$ cat src/hdl/msc_pkg.sv
package msc_pkg;

    localparam int WINDOW_SIZE = 5;
    localparam int MEDIAN_POS  = WINDOW_SIZE / 2;
    localparam int SLOT_W      = $clog2(WINDOW_SIZE);
    localparam int RANK_W      = $clog2(WINDOW_SIZE + 1);

    localparam int SPEED_W     = 7;
    localparam int TIME_W      = 32;
    localparam int COUNT_W     = 8;
    localparam int CFG_IDX_W   = 2;
    localparam int CFG_DATA_W  = 32;

    localparam logic [SPEED_W-1:0] SPEED_CAP_RST      = 7'd80;
    localparam logic [SPEED_W-1:0] RAMP_STEP_RST      = 7'd5;
    localparam logic [SPEED_W-1:0] OVERLOAD_LEVEL_RST = 7'd75;
    localparam logic [TIME_W-1:0]  OVERLOAD_TIME_RST  = 32'd3000;

    typedef enum logic [CFG_IDX_W-1:0] {
        REG_SPEED_CAP      = 2'd0,
        REG_RAMP_STEP      = 2'd1,
        REG_OVERLOAD_LEVEL = 2'd2,
        REG_OVERLOAD_TIME  = 2'd3
    } t_cfg_idx;

    typedef logic [WINDOW_SIZE-1:0][SPEED_W-1:0] t_window;

    typedef struct packed {
        logic [SPEED_W-1:0] target_speed;
        logic               forward;
        logic [TIME_W-1:0]  time_ms;
    } t_in_item;

    typedef struct packed {
        logic [SPEED_W-1:0] capped_speed;
        logic [SPEED_W-1:0] filtered_speed;
        logic [SPEED_W-1:0] drive_speed;
        logic               drive_direction;
        logic               drive_enable;
        logic               overload_alert;
        logic [COUNT_W-1:0] overload_total;
    } t_out_item;

endpackage

$ cat src/hdl/motor_speed_conditioner.sv
// A transaction accepted on the input passes two register stages, input and
//   result. Throughput: one transaction per cycle unless the output stalls;
//   clamp, five-entry median, ramp and the overload timer all resolve between
//   the input and the result register.
// Reset (synchronous, active low): sample window, slot, drive level, overload
//   state and counters clear; configuration returns to its default values.
module motor_speed_conditioner (
    input  logic                               i_clk,
    input  logic                               i_rst_n,
    input  logic                               i_in_valid,
    output logic                               o_in_ready,
    input  msc_pkg::t_in_item                  i_in_data,
    output logic                               o_out_valid,
    input  logic                               i_out_ready,
    output msc_pkg::t_out_item                 o_out_data,
    input  logic                               i_cfg_we,
    input  logic [msc_pkg::CFG_IDX_W-1:0]      i_cfg_idx,
    input  logic [msc_pkg::CFG_DATA_W-1:0]     i_cfg_data
);
    import msc_pkg::*;

    // configuration
    logic [SPEED_W-1:0] r_speed_cap;
    logic [SPEED_W-1:0] r_ramp_step;
    logic [SPEED_W-1:0] r_ovl_level;
    logic [TIME_W-1:0]  r_ovl_time;

    // pipeline
    logic      r_in_vld;
    t_in_item  r_in;
    logic      r_out_vld;
    t_out_item r_out;
    logic      advance;

    // conditioning state
    t_window            r_window, n_window;
    logic [SLOT_W-1:0]  r_slot, n_slot;
    logic [SPEED_W-1:0] r_level, n_level;
    logic               r_over_active, n_over_active;
    logic               r_alert, n_alert;
    logic [COUNT_W-1:0] r_alert_count, n_alert_count;
    logic [TIME_W-1:0]  r_over_start, n_over_start;

    logic [SPEED_W-1:0] capped;
    logic [SPEED_W-1:0] median;
    logic [SPEED_W-1:0] up_gap;
    logic [SPEED_W-1:0] dn_gap;
    logic [TIME_W-1:0]  elapsed;

    assign advance    = r_in_vld && (!r_out_vld || i_out_ready);
    assign o_in_ready = !r_in_vld || advance;

    always_ff @(posedge i_clk) begin
        if (!i_rst_n) begin
            r_speed_cap <= SPEED_CAP_RST;
            r_ramp_step <= RAMP_STEP_RST;
            r_ovl_level <= OVERLOAD_LEVEL_RST;
            r_ovl_time  <= OVERLOAD_TIME_RST;
        end else if (i_cfg_we) begin
            case (t_cfg_idx'(i_cfg_idx))
                REG_SPEED_CAP:      r_speed_cap <= i_cfg_data[SPEED_W-1:0];
                REG_RAMP_STEP:      r_ramp_step <= i_cfg_data[SPEED_W-1:0];
                REG_OVERLOAD_LEVEL: r_ovl_level <= i_cfg_data[SPEED_W-1:0];
                REG_OVERLOAD_TIME:  r_ovl_time  <= i_cfg_data[TIME_W-1:0];
                default: ;
            endcase
        end
    end

    // clamp and write the new sample into its slot
    assign capped = (r_in.target_speed > r_speed_cap) ? r_speed_cap : r_in.target_speed;

    always_comb begin
        for (int k = 0; k < WINDOW_SIZE; k++) begin
            n_window[k] = (SLOT_W'(k) == r_slot) ? capped : r_window[k];
        end
    end

    assign n_slot = (r_slot == SLOT_W'(WINDOW_SIZE - 1)) ? '0 : r_slot + 1'b1;

    msc_median u_median (
        .i_window (n_window),
        .o_median (median)
    );

    assign up_gap  = median - r_level;
    assign dn_gap  = r_level - median;
    assign elapsed = r_in.time_ms - r_over_start;

    always_comb begin
        n_level       = r_level;
        n_over_active = r_over_active;
        n_alert       = r_alert;
        n_alert_count = r_alert_count;
        n_over_start  = r_over_start;

        // step toward the median, never past it
        if (r_level < median) begin
            n_level = r_level + ((up_gap > r_ramp_step) ? r_ramp_step : up_gap);
        end else if (r_level > median) begin
            n_level = r_level - ((dn_gap > r_ramp_step) ? r_ramp_step : dn_gap);
        end

        if (n_level >= r_ovl_level) begin
            if (!r_over_active) begin
                n_over_active = 1'b1;
                n_over_start  = r_in.time_ms;
            end else if (elapsed > r_ovl_time && !r_alert) begin
                n_alert       = 1'b1;
                n_alert_count = r_alert_count + 1'b1;
            end
        end else begin
            n_over_active = 1'b0;
            n_alert       = 1'b0;
        end
    end

    always_ff @(posedge i_clk) begin
        if (!i_rst_n) begin
            r_in_vld      <= 1'b0;
            r_out_vld     <= 1'b0;
            r_window      <= '0;
            r_slot        <= '0;
            r_level       <= '0;
            r_over_active <= 1'b0;
            r_alert       <= 1'b0;
            r_alert_count <= '0;
            r_over_start  <= '0;
        end else begin
            if (o_in_ready) begin
                r_in_vld <= i_in_valid;
            end
            if (advance) begin
                r_out_vld     <= 1'b1;
                r_window      <= n_window;
                r_slot        <= n_slot;
                r_level       <= n_level;
                r_over_active <= n_over_active;
                r_alert       <= n_alert;
                r_alert_count <= n_alert_count;
                r_over_start  <= n_over_start;
            end else if (i_out_ready) begin
                r_out_vld <= 1'b0;
            end
        end
    end

    // payload registers
    always_ff @(posedge i_clk) begin
        if (o_in_ready && i_in_valid) begin
            r_in <= i_in_data;
        end
        if (advance) begin
            r_out.capped_speed    <= capped;
            r_out.filtered_speed  <= median;
            r_out.drive_speed     <= n_level;
            r_out.drive_direction <= r_in.forward;
            r_out.drive_enable    <= (n_level != '0);
            r_out.overload_alert  <= n_alert;
            r_out.overload_total  <= n_alert_count;
        end
    end

    assign o_out_valid = r_out_vld;
    assign o_out_data  = r_out;

    // the alert latch only stands while overload timing runs
    a_alert_needs_timing: assert property (@(posedge i_clk) disable iff (!i_rst_n)
        r_alert |-> r_over_active)
        else $error("alert latched without overload timing");

    // the counter moves only when the alert rises
    a_count_on_rise: assert property (@(posedge i_clk) disable iff (!i_rst_n)
        ($past(i_rst_n) && (r_alert_count != $past(r_alert_count)))
            |-> (r_alert && !$past(r_alert)))
        else $error("alert count changed without a new alert");

    a_slot_range: assert property (@(posedge i_clk) disable iff (!i_rst_n)
        r_slot <= SLOT_W'(WINDOW_SIZE - 1))
        else $error("write slot out of range");

    // a held result is not overwritten while the consumer stalls
    a_no_overwrite: assert property (@(posedge i_clk) disable iff (!i_rst_n)
        (r_out_vld && !i_out_ready) |-> !advance)
        else $error("result overwritten while stalled");

endmodule

$ cat src/hdl/msc_median.sv
module msc_median (
    input  msc_pkg::t_window                i_window,
    output logic [msc_pkg::SPEED_W-1:0]     o_median
);
    import msc_pkg::*;

    logic [WINDOW_SIZE-1:0] hit;

    // An entry is the median when at most MEDIAN_POS entries sort below it
    // and more than MEDIAN_POS sort at or below it.
    for (genvar gi = 0; gi < WINDOW_SIZE; gi++) begin : g_rank
        logic [RANK_W-1:0] lt_cnt;
        logic [RANK_W-1:0] le_cnt;

        always_comb begin
            lt_cnt = '0;
            le_cnt = '0;
            for (int j = 0; j < WINDOW_SIZE; j++) begin
                lt_cnt = lt_cnt + RANK_W'(i_window[j] <  i_window[gi]);
                le_cnt = le_cnt + RANK_W'(i_window[j] <= i_window[gi]);
            end
        end

        assign hit[gi] = (lt_cnt <= RANK_W'(MEDIAN_POS)) && (le_cnt > RANK_W'(MEDIAN_POS));
    end

    // Equal entries that qualify carry the same value; take the lowest index.
    always_comb begin
        o_median = '0;
        for (int i = WINDOW_SIZE - 1; i >= 0; i--) begin
            if (hit[i]) begin
                o_median = i_window[i];
            end
        end
    end

endmodule
$ cat config.mk
export PLATFORM = sky130hd
export DESIGN_NAME = motor_speed_conditioner
export DESIGN_NICKNAME = d
export VERILOG_FILES = /design/src/hdl/msc_pkg.sv /design/src/hdl/motor_speed_conditioner.sv /design/src/hdl/msc_median.sv
export SDC_FILE = /design/constraint.sdc
export NUM_CORES = 1
export LEC_CHECK = 0
export BUFFER_PORTS_ARGS = -buffer_cell sky130_fd_sc_hd__buf_4
export CORE_MARGIN = 8
export CORE_UTILIZATION = 62
export DETAILED_ROUTE_END_ITERATION = 16
export PLACE_DENSITY = 0.84
export SYNTH_ARGS = -nofsm -noshare
export SYNTH_HDL_FRONTEND = slang
export SYNTH_HIERARCHICAL = 1
export SYNTH_SLANG_ARGS = --single-unit
$ cat constraint.sdc
create_clock -name i_clk -period 14.9 [get_ports i_clk]
set_input_delay 0.745 -clock i_clk [delete_from_list [all_inputs] [get_ports i_clk]]
set_output_delay 0.745 -clock i_clk [all_outputs]
set_load 0.01 [all_outputs]
Word-level counts from Yosys, hierarchy flattened
Cells that the tools add are included.

Reduce and logical (&&, ||, !) cells: 22. Eq/ne operators: 8. Multiplexer cells: 25. Bitwise gates (word level): 1. Add/sub/neg operators: 47. Magnitude comparators: 67.

Operator list (count): less-than comparator 7 bit (26); <= comparator 7 bit (25); two-way mux 7 bit (15); adder 3 x 1 -> 3 bit (30); > comparator 32 bit (1); subtractor 32 bit (1); > comparator 7 bit (4); two-way mux 8 bit (3); subtractor 7 bit (3); adder 1 x 1 -> 2 bit (10); > comparator 3 x 2 -> 1 bit (second input constant) (5); <= comparator 3 x 2 -> 1 bit (second input constant) (5); adder 8 x 1 -> 8 bit (second input constant) (1); logical AND 1 bit (8); AND reduction 2 bit (4); adder 7 bit (1); greater-or-equal comparator 7 bit (1); nonzero test 7 bit (1); == test 2 x 3 -> 1 bit (first input constant) (2); two-way mux 1 bit (6); == test 2 bit (second input constant) (2); adder 3 x 1 -> 3 bit (second input constant) (1); == test 1 x 3 -> 1 bit (first input constant) (1); == test 3 bit (first input constant) (1); 10 further kinds (13).

Flip-flop bits (word level): 214. Word-level logic and storage cells: 197. Output and inout bits: 34.

Longest topological paths before layout
Gate-level depths: netlist (run 1).

Word-level depth: 23. Depth in mapped cells: 65. Gate-level depth less buffers: 59.

Hierarchy
Netlist (run 1), hierarchy kept.

By module, submodules not included: motor_speed_conditioner (area an instance 12325.6 um^2, cells each 1390, seq. area each 5004.8 um^2, times used 1); msc_median (area an instance 3096.7 um^2, cells each 382, seq. area each 0.0 um^2, times used 1).

Worst setup path before layout (run 1)
OpenSTA, ideal clock, no wires.

Path type: register -> register. Start: register r_in[34] (netlist bit). End: register r_out, in the netlist o_out_data[1] (data pin). Cell stages (with the launch flop): 53. Buffers on the path: 3. Data required time: 14.640 ns. Path slack: 3.784 ns. Arrival time: 10.856 ns. Setup time: 0.260 ns. Cells stage by stage: edfxtp_1 > ha_1 > nor2b_1 > o21a_1 > o21a_1 > o21a_1 > o21a_1 > o21a_1 > o22a_1 > buf_2 > mux2i_1 > buf_2 > o21ai_0 > inv_1 > ha_1 > a21o_1 > a21oi_1 > nor2b_1 > (+17 left out) > nor2_1 > a21oi_1 > ha_1 > fa_1 > nor2b_1 > o21ai_0 > nand2b_1 > a21o_1 > a21oi_1 > xnor2_1 > and2_1 > xnor2_1 > o21ai_0 > ha_1 > nand2_1 > o21a_1 > nor3b_4 > mux2_2.

RTL lines: from (decl) (line motor_speed_conditioner.sv:30) `t_in_item r_in;`; from (signal assigned) (line motor_speed_conditioner.sv:151) `r_in <= i_in_data;`; to (decl) (line motor_speed_conditioner.sv:32) `t_out_item r_out;`.

==> results of run 1 <==
==> final timing paths <==
path                     endpoint          start  depth (start not counted)
setup / recovery  r_over_start[1]       r_in[34]                         51
hold / removal           r_in[29]  i_in_data[29]                          1
hold reg to reg    o_out_data[10]       r_in[32]                          0
setup reg to reg  r_over_start[1]       r_in[34]                         51
==> metrics by stage <==
step	util [%]	instance area (µm²)	instances	worst slack, ps	hold slack, ps
CTS	70.8	17300	2197	1370	362
finish	70.8	17300	2197	1200	381
global route	70.8	17300	2197	403	361
detailed placement	67.6	16500	2153	1490	408
floorplan	-	15400	1772	3780	400
global placement	67.6	16500	2153	1880	423
==> cell families after synthesis <==
| kind of cell | Yosys count |
|---|---|
| xor+xnor | 53 |
| flops | 214 |
| fa+ha+maj | 236 |
| compound gates | 487 |
| mux | 27 |
| simple gates | 475 |
| buf+inv | 280 |
==> cells in the mapped netlist (11+ instances only) <==
| cell type | instances | area, µm² |
|---|---|---|
| ha_1 | 221 | 2770 |
| inv_1 | 212 | 796 |
| nand2_1 | 212 | 796 |
| dfxtp_1 | 142 | 2840 |
| a21oi_1 | 129 | 646 |
| o21ai_0 | 110 | 551 |
| edfxtp_1 | 72 | 2160 |
| a21boi_0 | 64 | 480 |
| nor2_1 | 56 | 210 |
| clkbuf_1 | 47 | 176 |
| nor2b_1 | 44 | 275 |
| a21o_1 | 43 | 323 |
| xnor2_1 | 42 | 368 |
| nand3_1 | 30 | 150 |
| nand4_1 | 28 | 175 |
| mux2i_1 | 25 | 250 |
| o211ai_1 | 20 | 150 |
| nand2b_1 | 18 | 113 |
| nor3_1 | 17 | 85.1 |
| o2111ai_1 | 17 | 149 |
| o21a_1 | 16 | 120 |
| or3_1 | 16 | 100 |
| fa_1 | 15 | 300 |
| a211oi_1 | 14 | 105 |
| a31oi_1 | 14 | 87.6 |
| buf_2 | 14 | 70.1 |
| xor2_1 | 11 | 96.3 |
==> registers in the layout, summed over array words and instances (netlist names), 3 cells and up <==
signal,flops
o_out_data,32
r_alert_count,8
r_in,40
r_level,7
r_over_start,32
r_ovl_level,7
r_ovl_time,32
r_ramp_step,7
r_slot,3
r_speed_cap,7
r_window,35
==> per-layer routing <==
layer,up-vias,GRT usage (%),wire (µm)
li1,6372,-,-
met1,6153,33.6,17800
met2,419,41.7,18300
met3,91,4.77,2700
met4,0,8.02,1240
met5,-,0,0
==> critical path, delay by kind of cell (launching register included) <==
family | cells | cell delay, ps
compound gates | 25 | 6090
fa+ha+maj | 9 | 3040
simple gates | 9 | 1610
mux | 3 | 1410
xor+xnor | 3 | 520
buf+inv | 2 | 440
flops | 1 | 420
==> area by class of cell <==
type,count,share of cell area [%]
clock buffers,35,4.07
well taps,324,2.35
repair buffers,125,5.43
multi-input cells,1278,54.1
flip-flops and latches,214,29.0
inverters,212,4.61
clock inverters,9,0.428
==> cell usage in the layout, fill, tap and decap left out, drive strengths merged, types with 6 or more instances in the layout <==
cell / n
and2: 10
and3: 8
nor2: 56
o31ai: 6
ha: 221
o211a: 9
a21boi: 69
mux2i: 25
nand3: 30
nor2b: 44
a21oi: 130
clkinv: 6
buf: 125
o31a: 9
xor2: 11
dfxtp: 142
a211oi: 16
o211ai: 20
inv: 214
a31oi: 15
o21ai: 113
edfxtp: 72
nand2b: 18
xnor2: 42
clkbuf: 35
or2: 8
nand2: 212
fa: 15
o21a: 17
or3: 16
o21bai: 8
nor3: 17
o2111ai: 17
a21o: 45
nand4: 28
==> results_dict.tcl, run 1 <==
set metrics [dict create \
    ys_warn_count 6 \
    async_reset_ff_share_pct 0 \
    synth-xor-area-share_pct 3.01 \
    n_antenna_cell 0 \
    hold_buffers 0 \
    grt_overflow 0 \
    drive_gt1_share_pct 10.7 \
    relSlewSlack_pct 15.3 \
    syn_to_final_growth_pct 12.0 \
    wirelength_mm 40.0 \
    path_clk_slew_ps 60 \
    initial_core_util_pct 63.2 \
    cts_resized 0 \
    hpwl_mm 30.7 \
    slew_viol_final 0 \
    viasPerCell 5.93 \
    dr.pass1.iters 6 \
    required_ps 15330 \
    syn_inst 1772 \
    yosysSeqAreaShare_pct 32.5 \
    synth.distinct_cells 78 \
    worstPathArrival_ps 14130 \
    synthSimpleGateAreaFrac_pct 15.2 \
    place_congestion 0.967 \
    io_pins 113 \
    core_area_um2 24400 \
    min_period_over_period_pct 92.0 \
    drtIter0Drc 963 \
    syn-num-nets 2087 \
    place.port_buffers 112 \
    htree_levels 1 \
    postSynthAreaPerCell_um2 8.70 \
    synth_edf_count 72 \
    grt_pass1_vias 12600 \
    cts_made_buffers 24 \
    tns_ps 0 \
    regToRegSetupSlack_ps 1200 \
    synth_top_family_by_area "compound AO/OA/AOI/OAI gates" \
    max_freq_ghz 0.0730 \
    vias 13000 \
    die_h_um 174 \
    ys.flop_type "dfxtp_1" \
    clockBufferDepth 3 \
    setup_viol 0 \
    grt_pass1_wl_mm 63.8 \
    cp_common_cell "ha_1" \
    synth_compound_area_share_pct 20.7 \
    slowest_stage "mux2i_1" \
    n_fill_cell 1912 \
    startpoint_type "flop" \
    multi_input_area_um2 9350 \
    grt_max_degree 100 \
    die_x_um 174 \
    maxCapViolCount 0 \
    status "complete, no violations" \
    rsz0062_at_grt "false" \
    ys_seq_elements 214 \
    synthAdderAreaFrac_pct 19.9 \
    end_kind "flop" \
    die_area_um2 30200 \
    cts_sinks 214 \
    finClkSkew_ps 35.2 \
    clock_latency_ps 540 \
    cts_setup_buffers 0 \
    globalRouteTotalUtil_pct 25.5 \
    finalHoldViolCount 0 \
    hold_class "primary input to flop" \
    nNetsFinal 2170 \
    cts_root_buf "clkbuf_16" \
    cts_tree "done" \
    ant_nets 0 \
    wl_per_cell_um 18.2 \
    fin_crit_ps 13700 \
    worstPathMaxFanout 32 \
    slowest_delay_ps 840 \
    num_rows 57 \
    synth_area_um2 15400 \
    register_area_um2 5000 \
    muxShareOfSynthArea_pct 1.77 \
    worst_pin_slew_ps 1260 \
    crit_type "flop to flop" \
    antenna_found_initial 0 \
    drc 0 \
]
Power of run 1 is not shown: default switching activity piles up to over one toggle a cycle in this logic, so the estimate is an artifact.
==> run 2, diff against run 1 <==
Settings changed: ABC_AREA set to 1, CORE_ASPECT_RATIO set to 1.5, CORE_UTILIZATION 62 to 40, PLACE_DENSITY 0.84 to 0.59.
==> results_dict.tcl, run 2 <==
set metrics [dict create \
    regMostFlops "r_in" \
    largest_reg_flops 40 \
    startpoint_type "flop" \
    regToRegSetupSlack_ps 2280 \
    place_ws_ps 2310 \
    placed_cells 2662 \
    whs_path_depth 1 \
    worstPathMaxFanout 62 \
    async_reset_ff_share_pct 0 \
    synth_edf_count 72 \
    muxShareOfSynthArea_pct 0 \
    critPathTopFamily "simple AND/OR/NAND/NOR gates" \
    globalRouteTotalUtil_pct 19.9 \
    syn_inst 2089 \
    drc 0 \
    hold_class "primary input to flop" \
    crit_type "flop to flop" \
    slowest_stage "o32ai_4" \
    postSynthAreaPerCell_um2 7.55 \
    drtIter0Drc 639 \
    synth.distinct_cells 58 \
    finalCoreUtilization_pct 45.9 \
    die_h_um 259 \
    hold_path_startpoint "i_in_data[32]" \
    core_area_um2 39100 \
    cts_root_buf "clkbuf_16" \
    wirelength_mm 46.0 \
    die_x_um 178 \
    cts_resized 0 \
    hold_buffers 0 \
    status "complete, no violations" \
    end_kind "flop" \
    finalHoldViolCount 0 \
    vias 13900 \
    synth_top_cell_area_share_pct 18.0 \
    ys_warn_count 6 \
    maxCapViolCount 0 \
    viasPerCell 5.14 \
    final_common_cell "nand2_1" \
    finClkSkew_ps 28.6 \
    required_ps 15320 \
    grt_overflow 0 \
    tns_ps 0 \
    ant_nets 0 \
    drive_gt1_share_pct 10.2 \
    min_period_over_period_pct 84.7 \
    synth.most_common_cell "nand2_1" \
    dr.pass1.iters 5 \
    crit_cells 64 \
    yosysSeqAreaShare_pct 31.8 \
    rsz0062_at_grt "false" \
    cp_num_buf_inv 7 \
    place_congestion 0.939 \
    cp_common_cell "nand2_1" \
    cts_made_buffers 23 \
    path_clk_slew_ps 60 \
    slew_viol_final 0 \
    synth_top_area_cell "dfxtp_1" \
    synthSimpleGateAreaFrac_pct 20.1 \
    top_regs "r_in x40, r_window x35" \
    ys.flop_type "dfxtp_1" \
    fin_crit_ps 12620 \
    max_freq_ghz 0.0793 \
    cts_setup_buffers 0 \
    fin_ws_ps 2280 \
    initial_core_util_pct 40.3 \
    die_area_um2 46100 \
    worst_pin_slew_ps 1130 \
    cts_tree "done" \
    rr_startpoint "r_in[39]" \
    syn_to_final_growth_pct 13.9 \
    relSlewSlack_pct 24.5 \
    slowest_delay_ps 960 \
    syn-num-nets 2404 \
    whs_endpoint "r_in[32]" \
    synth_top_family_by_area "simple AND/OR/NAND/NOR gates" \
    setup_viol 0 \
    grt_pass1_wl_mm 72.6 \
    layout_common_cells "nand2_1 (403), inv_1 (356), ha_1 (221), a21oi_1 (193), nor2_1 (159)" \
    hpwl_mm 36.8 \
    wl_per_cell_um 17.0 \
    n_antenna_cell 0 \
    grt_max_degree 85 \
    synth_area_um2 15800 \
    synth_compound_area_share_pct 16.2 \
    io_pins 113 \
    ys_seq_elements 214 \
    r2r_end "r_over_start[0]" \
    clock_latency_ps 550 \
    synthAdderAreaFrac_pct 19.4 \
    antenna_found_initial 0 \
    grt_pass1_vias 14000 \
    synthTopCellsByCount "nand2_1 (405), inv_1 (357), ha_1 (221), a21oi_1 (193), nor2_1 (159)" \
    nNetsFinal 2502 \
    clockBufferDepth 3 \
    synth-xor-area-share_pct 2.44 \
    stdcell_count 2704 \
    cts_sinks 214 \
    num_rows 89 \
    worstPathArrival_ps 13040 \
    synthTopCellsByArea "dfxtp_1 (18%), ha_1 (18%), edfxtp_1 (14%)" \
    htree_levels 1 \
    place.port_buffers 112 \
    r2r_cells 64 \
]
[run 2: layout make-up]
class	instances	area, µm²
clock inverter	12	224
timing repair buffer	118	886
sequential	214	5000
fill	3930	21100
tap	500	626
clock buffer	30	642
multi-input combinational	1463	9190
inverter	367	1380
[run 2: cells by family after synthesis]
family	Yosys count
AOI/OAI and AO/OA	447
xor gates and xnor gates	43
adders and majority gates	236
buffers and inverters	412
DFF	214
and+or+nand+nor	737
[run 2: worst reg2reg max path: cells and delay by family (launching register included)]
family | cells | cell delay [ps]
xor gates and xnor gates | 1 | 230
DFF | 1 | 440
adders and majority gates | 10 | 3220
buffers and inverters | 7 | 650
and+or+nand+nor | 34 | 4650
AOI/OAI and AO/OA | 12 | 3350
[run 2: worst max path at each step]
stage                         from         endpoint  slack [ps]
after floorplan           r_in[39]    o_out_data[7]        5240
after global placement    r_in[39]  r_over_start[0]        2640
after detailed placement  r_in[34]  r_over_start[0]        2310
after CTS                 r_in[34]  r_over_start[0]        2280
after global routing      r_in[34]  r_over_start[0]        1110
final                     r_in[39]  r_over_start[0]        2280
[run 2: per-layer routing]
metal | routed length, µm | share of wire (%) | vias up | GRT usage (%)
met4 | 2830 | 6.1 | 0 | 11.8
met2 | 24000 | 52 | 327 | 37.4
met3 | 1770 | 3.8 | 139 | 2.23
met5 | 0 | 0 | - | 0
met1 | 17500 | 38 | 6385 | 20.6
li1 | - | - | 7056 | -
[run 2: metrics by stage]
step                area [µm²]  hold WS, ps
floorplan                15800          400
global placement         17100          403
detailed placement       17100          409
CTS                      17900          347
global route             17900          350
finish                   17900          375
Power of run 2 is left out for the same reason.
